<file path="config.mk">
export PLATFORM = sky130hd
export DESIGN_NAME = keyed_event_rate_limiter_top
export DESIGN_NICKNAME = d
export VERILOG_FILES = /design/src/design/kerl_pkg.sv /design/src/design/kerl_ctrl.sv /design/src/design/kerl_dp.sv /design/src/design/keyed_event_rate_limiter_top.sv
export VERILOG_INCLUDE_DIRS = /design/src /design/src/design
export SDC_FILE = /design/constraint.sdc
export NUM_CORES = 2
export LEC_CHECK = 0
export ABC_CLOCK_PERIOD_IN_PS = 28500
export BUFFER_PORTS_ARGS = -buffer_cell sky130_fd_sc_hd__buf_2
export CORE_UTILIZATION = 43
export CTS_CLUSTER_DIAMETER = 80
export DETAILED_ROUTE_END_ITERATION = 12
export PLACE_DENSITY = 0.59
export SETUP_SLACK_MARGIN = 0.02
export SLEW_MARGIN = 40
export SYNTH_ARGS = -nofsm -noshare
export SYNTH_HDL_FRONTEND = slang
export SYNTH_HIERARCHICAL = 1
export SYNTH_SLANG_ARGS = --single-unit
</file>
<file path="constraint.sdc">
create_clock -name clk_i -period 28.5 [get_ports clk_i]
set_clock_uncertainty 0.2 [all_clocks]
set_input_delay 7.125 -clock clk_i [delete_from_list [all_inputs] [get_ports clk_i]]
set_output_delay 7.125 -clock clk_i [all_outputs]
set_load 0.05 [all_outputs]
</file>
<file path="src/design/assert_macros.svh">
// ----------------------------------------------------------------------------
// assert_macros.svh
// Concurrent assertion helpers shared by the RTL.
// ----------------------------------------------------------------------------
`ifndef ASSERT_MACROS_SVH
`define ASSERT_MACROS_SVH

`ifndef ASSERT_OFF

// property must hold at every clock edge outside reset
`define ASSERT_PROP(label, clk, rst_n, prop, msg) \
  label: assert property (@(posedge clk) disable iff (!rst_n) prop) else $error(msg);

// condition must never be true outside reset
`define ASSERT_NEVER(label, clk, rst_n, cond, msg) \
  label: assert property (@(posedge clk) disable iff (!rst_n) !(cond)) else $error(msg);

`else

`define ASSERT_PROP(label, clk, rst_n, prop, msg)
`define ASSERT_NEVER(label, clk, rst_n, cond, msg)

`endif

`endif

</file>
<file path="src/design/kerl_pkg.sv">
// ----------------------------------------------------------------------------
// kerl_pkg
// Shared types and constants of the keyed event rate limiter.
// ----------------------------------------------------------------------------
`timescale 1ns / 1ps
`default_nettype none

package kerl_pkg;

  localparam int SLOT_COUNT_DEF = 8;

  localparam int KEY_W      = 64;
  localparam int TIME_W     = 63;
  localparam int WIN_W      = 40;
  localparam int CNT_W      = 16;
  localparam int CFG_DATA_W = 64;
  localparam int CFG_ADDR_W = 4;
  // 8-byte register spacing: register index sits above the byte offset
  localparam int CFG_IDX_LSB = 3;

  localparam logic REG_WINDOW_IDX = 1'b0;

  localparam logic [WIN_W-1:0] WINDOW_RESET = 40'd7200000000;
  localparam logic [CNT_W-1:0] REPEAT_MAX   = 16'hFFFF;

  typedef enum logic [1:0] {
    ST_IDLE,
    ST_MATCH,
    ST_READ,
    ST_COMMIT
  } kerl_state_e;

  typedef struct packed {
    logic capture;  // latch the incoming item
    logic match;    // register tag search result
    logic read;     // read stamp and count of the hit slot
    logic commit;   // update table, load result register
  } kerl_cmd_t;

  typedef struct packed {
    logic hit;
  } kerl_status_t;

endpackage

`default_nettype wire

</file>
<file path="src/design/kerl_ctrl.sv">
// ----------------------------------------------------------------------------
// kerl_ctrl
// Sequencer for lookup, read and commit; owns the result handshake.
// ----------------------------------------------------------------------------
`timescale 1ns / 1ps
`default_nettype none

module kerl_ctrl
  import kerl_pkg::*;
(
  input  wire logic         clk_i,
  input  wire logic         rst_ni,
  input  wire logic         in_valid_i,
  output logic              in_ready_o,
  output logic              out_valid_o,
  input  wire logic         out_ready_i,
  input  wire kerl_status_t status_i,
  output kerl_cmd_t         cmd_o
);

  kerl_state_e state_q, state_d;
  logic        out_valid_q, out_valid_d;

  always_ff @(posedge clk_i or negedge rst_ni) begin
    if (!rst_ni) begin
      state_q     <= ST_IDLE;
      out_valid_q <= 1'b0;
    end else begin
      state_q     <= state_d;
      out_valid_q <= out_valid_d;
    end
  end

  always_comb begin
    state_d    = state_q;
    cmd_o      = '0;
    in_ready_o = 1'b0;
    unique case (state_q)
      ST_IDLE: begin
        in_ready_o = 1'b1;
        if (in_valid_i) begin
          cmd_o.capture = 1'b1;
          state_d       = ST_MATCH;
        end
      end
      ST_MATCH: begin
        cmd_o.match = 1'b1;
        state_d     = status_i.hit ? ST_READ : ST_COMMIT;
      end
      ST_READ: begin
        cmd_o.read = 1'b1;
        state_d    = ST_COMMIT;
      end
      ST_COMMIT: begin
        // wait until the result register is free or being drained
        if (!out_valid_q || out_ready_i) begin
          cmd_o.commit = 1'b1;
          state_d      = ST_IDLE;
        end
      end
      default: state_d = ST_IDLE;
    endcase
  end

  always_comb begin
    if (cmd_o.commit) begin
      out_valid_d = 1'b1;
    end else if (out_ready_i) begin
      out_valid_d = 1'b0;
    end else begin
      out_valid_d = out_valid_q;
    end
  end

  assign out_valid_o = out_valid_q;

endmodule

`default_nettype wire

</file>
<file path="src/design/kerl_dp.sv">
// ----------------------------------------------------------------------------
// kerl_dp
// Slot table, tag search, window check and result register.
// ----------------------------------------------------------------------------
`timescale 1ns / 1ps
`default_nettype none

module kerl_dp
  import kerl_pkg::*;
#(
  parameter int SLOT_COUNT = SLOT_COUNT_DEF
) (
  input  wire logic              clk_i,
  input  wire logic              rst_ni,
  input  wire kerl_cmd_t         cmd_i,
  output kerl_status_t           status_o,
  input  wire logic [KEY_W-1:0]  event_key_i,
  input  wire logic [TIME_W-1:0] now_time_i,
  input  wire logic [WIN_W-1:0]  window_i,
  output logic                   allowed_o,
  output logic [CNT_W-1:0]       repeat_count_o
);

  localparam int IDX_W = (SLOT_COUNT > 1) ? $clog2(SLOT_COUNT) : 1;

  // latched item
  logic [KEY_W-1:0]  key_q;
  logic [TIME_W-1:0] now_q;

  // slot table
  logic [SLOT_COUNT-1:0] valid_q;
  logic [KEY_W-1:0]      tag_q     [SLOT_COUNT];
  logic [TIME_W-1:0]     stamp_mem [SLOT_COUNT];
  logic [CNT_W-1:0]      rep_mem   [SLOT_COUNT];
  logic [IDX_W-1:0]      victim_q;

  // lookup results
  logic             hit_c;
  logic [IDX_W-1:0] hit_idx_c;
  logic             hit_q;
  logic [IDX_W-1:0] hit_idx_q;
  logic [TIME_W-1:0] rd_stamp_q;
  logic [CNT_W-1:0]  rd_rep_q;

  // commit
  logic [TIME_W:0]   diff;
  logic              in_window;
  logic [CNT_W-1:0]  rep_inc;
  logic [CNT_W-1:0]  rep_wdata;
  logic [IDX_W-1:0]  wr_idx;
  logic              stamp_we;
  logic              allowed_d;
  logic [CNT_W-1:0]  count_d;
  logic              allowed_q;
  logic [CNT_W-1:0]  count_q;

  always_ff @(posedge clk_i) begin
    if (cmd_i.capture) begin
      key_q <= event_key_i;
      now_q <= now_time_i;
    end
  end

  // lowest matching slot wins
  always_comb begin
    hit_c     = 1'b0;
    hit_idx_c = '0;
    for (int i = SLOT_COUNT - 1; i >= 0; i--) begin
      if (valid_q[i] && (tag_q[i] == key_q)) begin
        hit_c     = 1'b1;
        hit_idx_c = IDX_W'(i);
      end
    end
  end

  assign status_o.hit = hit_c;

  always_ff @(posedge clk_i or negedge rst_ni) begin
    if (!rst_ni) begin
      hit_q     <= 1'b0;
      hit_idx_q <= '0;
    end else if (cmd_i.match) begin
      hit_q     <= hit_c;
      hit_idx_q <= hit_idx_c;
    end
  end

  always_ff @(posedge clk_i) begin
    if (cmd_i.read) begin
      rd_stamp_q <= stamp_mem[hit_idx_q];
      rd_rep_q   <= rep_mem[hit_idx_q];
    end
  end

  // a borrow means time ran backwards: still inside the window
  assign diff      = {1'b0, now_q} - {1'b0, rd_stamp_q};
  assign in_window = diff[TIME_W] ||
                     (diff[TIME_W-1:0] < {{(TIME_W - WIN_W){1'b0}}, window_i});
  assign rep_inc   = (rd_rep_q == REPEAT_MAX) ? rd_rep_q : rd_rep_q + 1'b1;

  always_comb begin
    if (hit_q) begin
      wr_idx    = hit_idx_q;
      stamp_we  = !in_window;
      rep_wdata = in_window ? rep_inc : '0;
      allowed_d = !in_window;
      count_d   = in_window ? rep_inc : rd_rep_q;
    end else begin
      wr_idx    = victim_q;
      stamp_we  = 1'b1;
      rep_wdata = '0;
      allowed_d = 1'b1;
      count_d   = '0;
    end
  end

  always_ff @(posedge clk_i) begin
    if (cmd_i.commit) begin
      rep_mem[wr_idx] <= rep_wdata;
      if (stamp_we) begin
        stamp_mem[wr_idx] <= now_q;
      end
      if (!hit_q) begin
        tag_q[victim_q] <= key_q;
      end
    end
  end

  always_ff @(posedge clk_i or negedge rst_ni) begin
    if (!rst_ni) begin
      valid_q  <= '0;
      victim_q <= '0;
    end else if (cmd_i.commit && !hit_q) begin
      valid_q[victim_q] <= 1'b1;
      if (victim_q == IDX_W'(SLOT_COUNT - 1)) begin
        victim_q <= '0;
      end else begin
        victim_q <= victim_q + 1'b1;
      end
    end
  end

  always_ff @(posedge clk_i) begin
    if (cmd_i.commit) begin
      allowed_q <= allowed_d;
      count_q   <= count_d;
    end
  end

  assign allowed_o      = allowed_q;
  assign repeat_count_o = count_q;

endmodule

`default_nettype wire

</file>
<file path="src/design/keyed_event_rate_limiter_top.sv">
// ----------------------------------------------------------------------------
// keyed_event_rate_limiter_top
// Per-key event rate limiter with a round-robin slot table.
// ----------------------------------------------------------------------------
// Usage:
//  - Input channel (in_valid_i/in_ready_o) takes one item: event key and
//    current time. Output channel (out_valid_o/out_ready_i) returns one item
//    per input: allowed flag and repeat count.
//  - After acceptance an item goes through tag search, slot read (on a hit
//    only) and commit; the item is captured at the accepting edge. The
//    slot read is a registered read of the stamp/count store.
//  - The sequencer handles one item at a time and in_ready_o is high only
//    when it is idle, so a new item is taken only after the last commits.
//  - The result sits in an output register, so the next item is accepted and
//    looked up while the previous result waits. If the receiver stalls, the
//    sequencer holds in its commit step until the result register drains.
//  - Reset clears all slot valid bits and the victim pointer and loads the
//    window register with two hours (7200000000 us). No clearing pass.
//  - window_length is written over APB at address 0 (64-bit data, low 40
//    bits); the user must write it only while the block is idle, unchecked.
// ----------------------------------------------------------------------------
`timescale 1ns / 1ps
`default_nettype none

`include "assert_macros.svh"

module keyed_event_rate_limiter_top
  import kerl_pkg::*;
#(
  parameter int SLOT_COUNT = SLOT_COUNT_DEF
) (
  input  wire logic                  clk_i,
  input  wire logic                  rst_ni,
  // config port
  input  wire logic                  psel,
  input  wire logic                  penable,
  input  wire logic                  pwrite,
  input  wire logic [CFG_ADDR_W-1:0] paddr,
  input  wire logic [CFG_DATA_W-1:0] pwdata,
  output logic      [CFG_DATA_W-1:0] prdata,
  output logic                       pready,
  // input items
  input  wire logic                  in_valid_i,
  output logic                       in_ready_o,
  input  wire logic [KEY_W-1:0]      event_key_i,
  input  wire logic [TIME_W-1:0]     now_time_i,
  // result items
  output logic                       out_valid_o,
  input  wire logic                  out_ready_i,
  output logic                       allowed_o,
  output logic [CNT_W-1:0]           repeat_count_o
);

  logic [WIN_W-1:0] window_q;
  logic             cfg_wr;
  logic             sel_window;
  kerl_cmd_t        cmd;
  kerl_status_t     status;

  // --- config register ------------------------------------------------------
  assign pready     = 1'b1;
  assign sel_window = (paddr[CFG_IDX_LSB] == REG_WINDOW_IDX);
  assign cfg_wr     = psel && penable && pwrite && pready;

  always_ff @(posedge clk_i or negedge rst_ni) begin
    if (!rst_ni) begin
      window_q <= WINDOW_RESET;
    end else if (cfg_wr && sel_window) begin
      window_q <= pwdata[WIN_W-1:0];
    end
  end

  assign prdata = sel_window ? {{(CFG_DATA_W - WIN_W){1'b0}}, window_q} : '0;

  // --- sequencer ------------------------------------------------------------
  kerl_ctrl u_ctrl (
    .clk_i       (clk_i),
    .rst_ni      (rst_ni),
    .in_valid_i  (in_valid_i),
    .in_ready_o  (in_ready_o),
    .out_valid_o (out_valid_o),
    .out_ready_i (out_ready_i),
    .status_i    (status),
    .cmd_o       (cmd)
  );

  // --- slot table and result path -------------------------------------------
  kerl_dp #(
    .SLOT_COUNT (SLOT_COUNT)
  ) u_dp (
    .clk_i          (clk_i),
    .rst_ni         (rst_ni),
    .cmd_i          (cmd),
    .status_o       (status),
    .event_key_i    (event_key_i),
    .now_time_i     (now_time_i),
    .window_i       (window_q),
    .allowed_o      (allowed_o),
    .repeat_count_o (repeat_count_o)
  );

  // --- checks ---------------------------------------------------------------
  `ASSERT_NEVER(a_commit_no_overwrite, clk_i, rst_ni, cmd.commit && out_valid_o && !out_ready_i, "result overwritten while stalled")
  `ASSERT_PROP(a_one_item_in_flight, clk_i, rst_ni, (in_valid_i && in_ready_o) |=> !in_ready_o, "second item taken while busy")
  `ASSERT_NEVER(a_denied_nonzero, clk_i, rst_ni, out_valid_o && !allowed_o && (repeat_count_o == '0), "denied result with zero count")

endmodule

`default_nettype wire

</file>
==> results.json <==
{
  "outcome": "completed",
  "finalHoldViolations": 0,
  "die_w_um": 380,
  "cts-resized-gates": 0,
  "rsz0062_at_grt": "no",
  "ir_drop_mv": 0.0643,
  "overflow": 0,
  "core_area_um2": 142000,
  "holdWs_ns": 0.269,
  "endpoint_kind": "output port",
  "use_met1_pct": 29.6,
  "viasPerCell": 5.52,
  "dp_hpwl_um": 100000,
  "syn2layout_area_growth_pct": 14.6,
  "yosys-top-cells-count": "edfxtp_1 (1367), nand2_1 (372), xor2_1 (263)",
  "cp_data_required_time_ns": 21.17,
  "finalCritPeriodShare_pct": 53.2,
  "ys_ff_latch": 1425,
  "wl_um": 158000,
  "grt.total_usage_pct": 21.7,
  "cts_tree": "yes",
  "die_h_um": 380,
  "critPathArrivalTime_ns": 7.84,
  "numPortBuffers": 233,
  "finalSetupViolCount": 0,
  "power_frac_comb_pct": 21.8,
  "io_pins": 286,
  "grt_max_degree": 91,
  "grt_first_pass_wirelength_um": 231000,
  "clkLatencyLatePin_ns": 0.79,
  "period_needed_ns": 15.17,
  "path_max_fanout": 41,
  "first_global_vias": 35100,
  "cts_root_buf": "clkbuf_16",
  "switchingPower_uw": 1840,
  "nets": 4613,
  "drv_cap": 0,
  "synth_top_cell_area_share_pct": 66.8,
  "hold_path_class": "reg2reg",
  "avgSynthCellArea_um2": 15.4,
  "clock_power_share_pct": 32.3,
  "start_util_pct": 43.4,
  "post_cts_buffers": 0,
  "p_sw_share_pct": 30.5,
  "drive_gt1_share_pct": 19.3,
  "clock-sinks": 1425,
  "route.detailed.drc": 0,
  "top_usage_layer": "met2",
  "tightestPinTransition_ns": 0.860,
  "max_stage_delay_ns": 0.28,
  "cp_slowest_cell": "buf_2",
  "worstSetupPathType": "in2out",
  "seq_area_frac_synth_pct": 69.2,
  "die_area_um2": 144000,
  "path_clk_slew_ns": 0.06,
  "nFillCells": 12000,
  "ys.warnings.count": 6,
  "synthCells": 3976,
  "max_clock_freq_mhz": 65.9,
  "slew_headroom_pct": 42.7,
  "drt_iter0_drc": 2707,
  "synth.largest_area_cell": "edfxtp_1",
  "p_leak_uw": 0.0241,
  "cts_buffers": 152,
  "slew_viol_final": 0,
  "cp-start-kind": "input port",
  "ys_types": 97,
  "antenna_found_initial": 7,
  "ys.flop_type": "edfxtp_1",
  "rows": 138,
  "crit_chain": "buf_4 > nor2b_1 > buf_2",
  "async_reset_ff_share_pct": 4.07,
  "h-tree-depth": 4,
  "wl_per_cell_um": 25.0,
  "drtPass1Iterations": 6,
  "grt_use_met3_pct": 3.38,
  "synth-edff-count": 1367,
  "seq_power_share_pct": 45.9,
  "p_int_uw": 4180,
  "setup_tns_ns": 0,
  "syn-cell-area_um2": 61400,
  "synthTopCellsByArea": "edfxtp_1 (67%), mux4_2 (5.8%), xor2_1 (3.7%)",
  "gp_congestion": 0.931,
  "power_density_nw_per_um2": 85.5,
  "drt.antenna.violating_nets": 0,
  "cts_max_path_buffers": 3,
  "ctsHoldBuffers": 0,
  "routed-via-count": 34900,
  "synth.most_common_cell": "edfxtp_1",
  "grt_use_met2_pct": 35.8
}
worst max-delay path: cells and delay by family:
family / cells / cell delay [ns]
buf+inv: 2 / 0.52
simple gates: 1 / 0.19
routing by layer:
metal | vias up | wire length, µm
met5 | - | 0
met4 | 0 | 4450
met3 | 250 | 8350
met2 | 1091 | 76100
met1 | 17900 | 68800
li1 | 15700 | -
cell families (layout without fill, tap and decap cells):
group / after synthesis / after routing / synth area share (%)
buffers and inverters: 410 / 838 / 2.80
adder cells (fa/ha/maj): 110 / 110 / 2.25
AND/OR/NAND/NOR: 882 / 882 / 7.07
other: 2 / 26 / 0.0122
AO/OA/AOI/OAI: 484 / 484 / 5.44
XOR/XNOR: 450 / 450 / 6.42
flip-flops: 1425 / 1425 / 69.2
multiplexers: 213 / 213 / 6.80
metrics by stage:
step	setup slack (ns)	util (%)	instance area, µm²	cells	total power, µW
floorplan	13.15	-	61500	3999	3660
global placement	13.10	46.0	65100	6032	4090
detailed placement	13.04	46.1	65300	6036	4110
CTS	13.03	49.6	70300	6316	6060
global route	13.24	49.7	70400	6317	6270
finish	13.33	49.7	70400	6318	6020
power by group through the flow:
stage	clock, µW	sequential [µW]	combinational (µW)
after detailed placement	0	2800	1310
after global placement	0	2800	1290
after CTS	1990	2760	1310
final	1950	2760	1310
after floorplan	0	2830	830
after global routing	2060	2790	1420
worst paths after layout:
| kind | from | to | slack, ns | cells past startpoint |
|---|---|---|---|---|
| setup / recovery | paddr[3] | prdata[17] | 13.33 | 3 |
| hold / removal | u_dp/valid_q[3]$_DFFE_PN0P_ | u_dp/valid_q[3]$_DFFE_PN0P_ | 0.27 | 1 |
| setup reg to reg | u_dp/now_q[0]$_DFFE_PP_ | u_dp/stamp_mem[6][54]$_DFFE_PP_ | 19.71 | 28 |
| hold reg to reg | u_dp/valid_q[3]$_DFFE_PN0P_ | u_dp/valid_q[3]$_DFFE_PN0P_ | 0.27 | 1 |
| max in group asynchronous | rst_ni | u_dp/hit_idx_q[1]$_DFFE_PN0P_ | 21.36 | 1 |
| min in group asynchronous | rst_ni | window_q[30]$_DFFE_PN0P_ | 6.18 | 1 |
flip-flops by register name, indices dropped and copies added (netlist names), 40 cells and up:
register         cells
u_dp/rep_mem       128
u_dp/key_q          64
u_dp/rd_stamp_q     63
u_dp/stamp_mem     504
window_q            40
u_dp/now_q          63
u_dp/tag_q         512
final cells by class:
class | instances | area (µm²) | area share, %
sequential | 1425 | 42500 | 60.4
multi-input combinational | 2164 | 17600 | 25.0
clock buffer | 198 | 4050 | 5.75
tap | 1890 | 2360 | 3.36
timing repair buffer | 348 | 2170 | 3.09
clock inverter | 82 | 907 | 1.29
inverter | 210 | 791 | 1.12
antenna | 1 | 2.50 | 0.00356
layout by cell type, fill, tap and decap left out, types with 18 or more instances in the layout:
master	instances
mux2_2	40
inv_1	208
nor3_1	27
ha_1	108
conb_1	25
dfrtp_1	42
mux4_2	158
clkbuf_1	41
nand2b_1	21
buf_4	95
nand4_1	96
nor4_1	78
clkinv_1	34
o2bb2ai_1	22
o22ai_1	36
nor2_1	106
nand3_1	40
a221oi_1	18
buf_2	231
a21oi_1	111
xnor2_1	187
edfxtp_1	1367
o21ai_0	71
nand2_1	372
clkbuf_16	154
xor2_1	263
a21o_1	28
nor2b_1	51
Power figures use the tool's default switching activity.
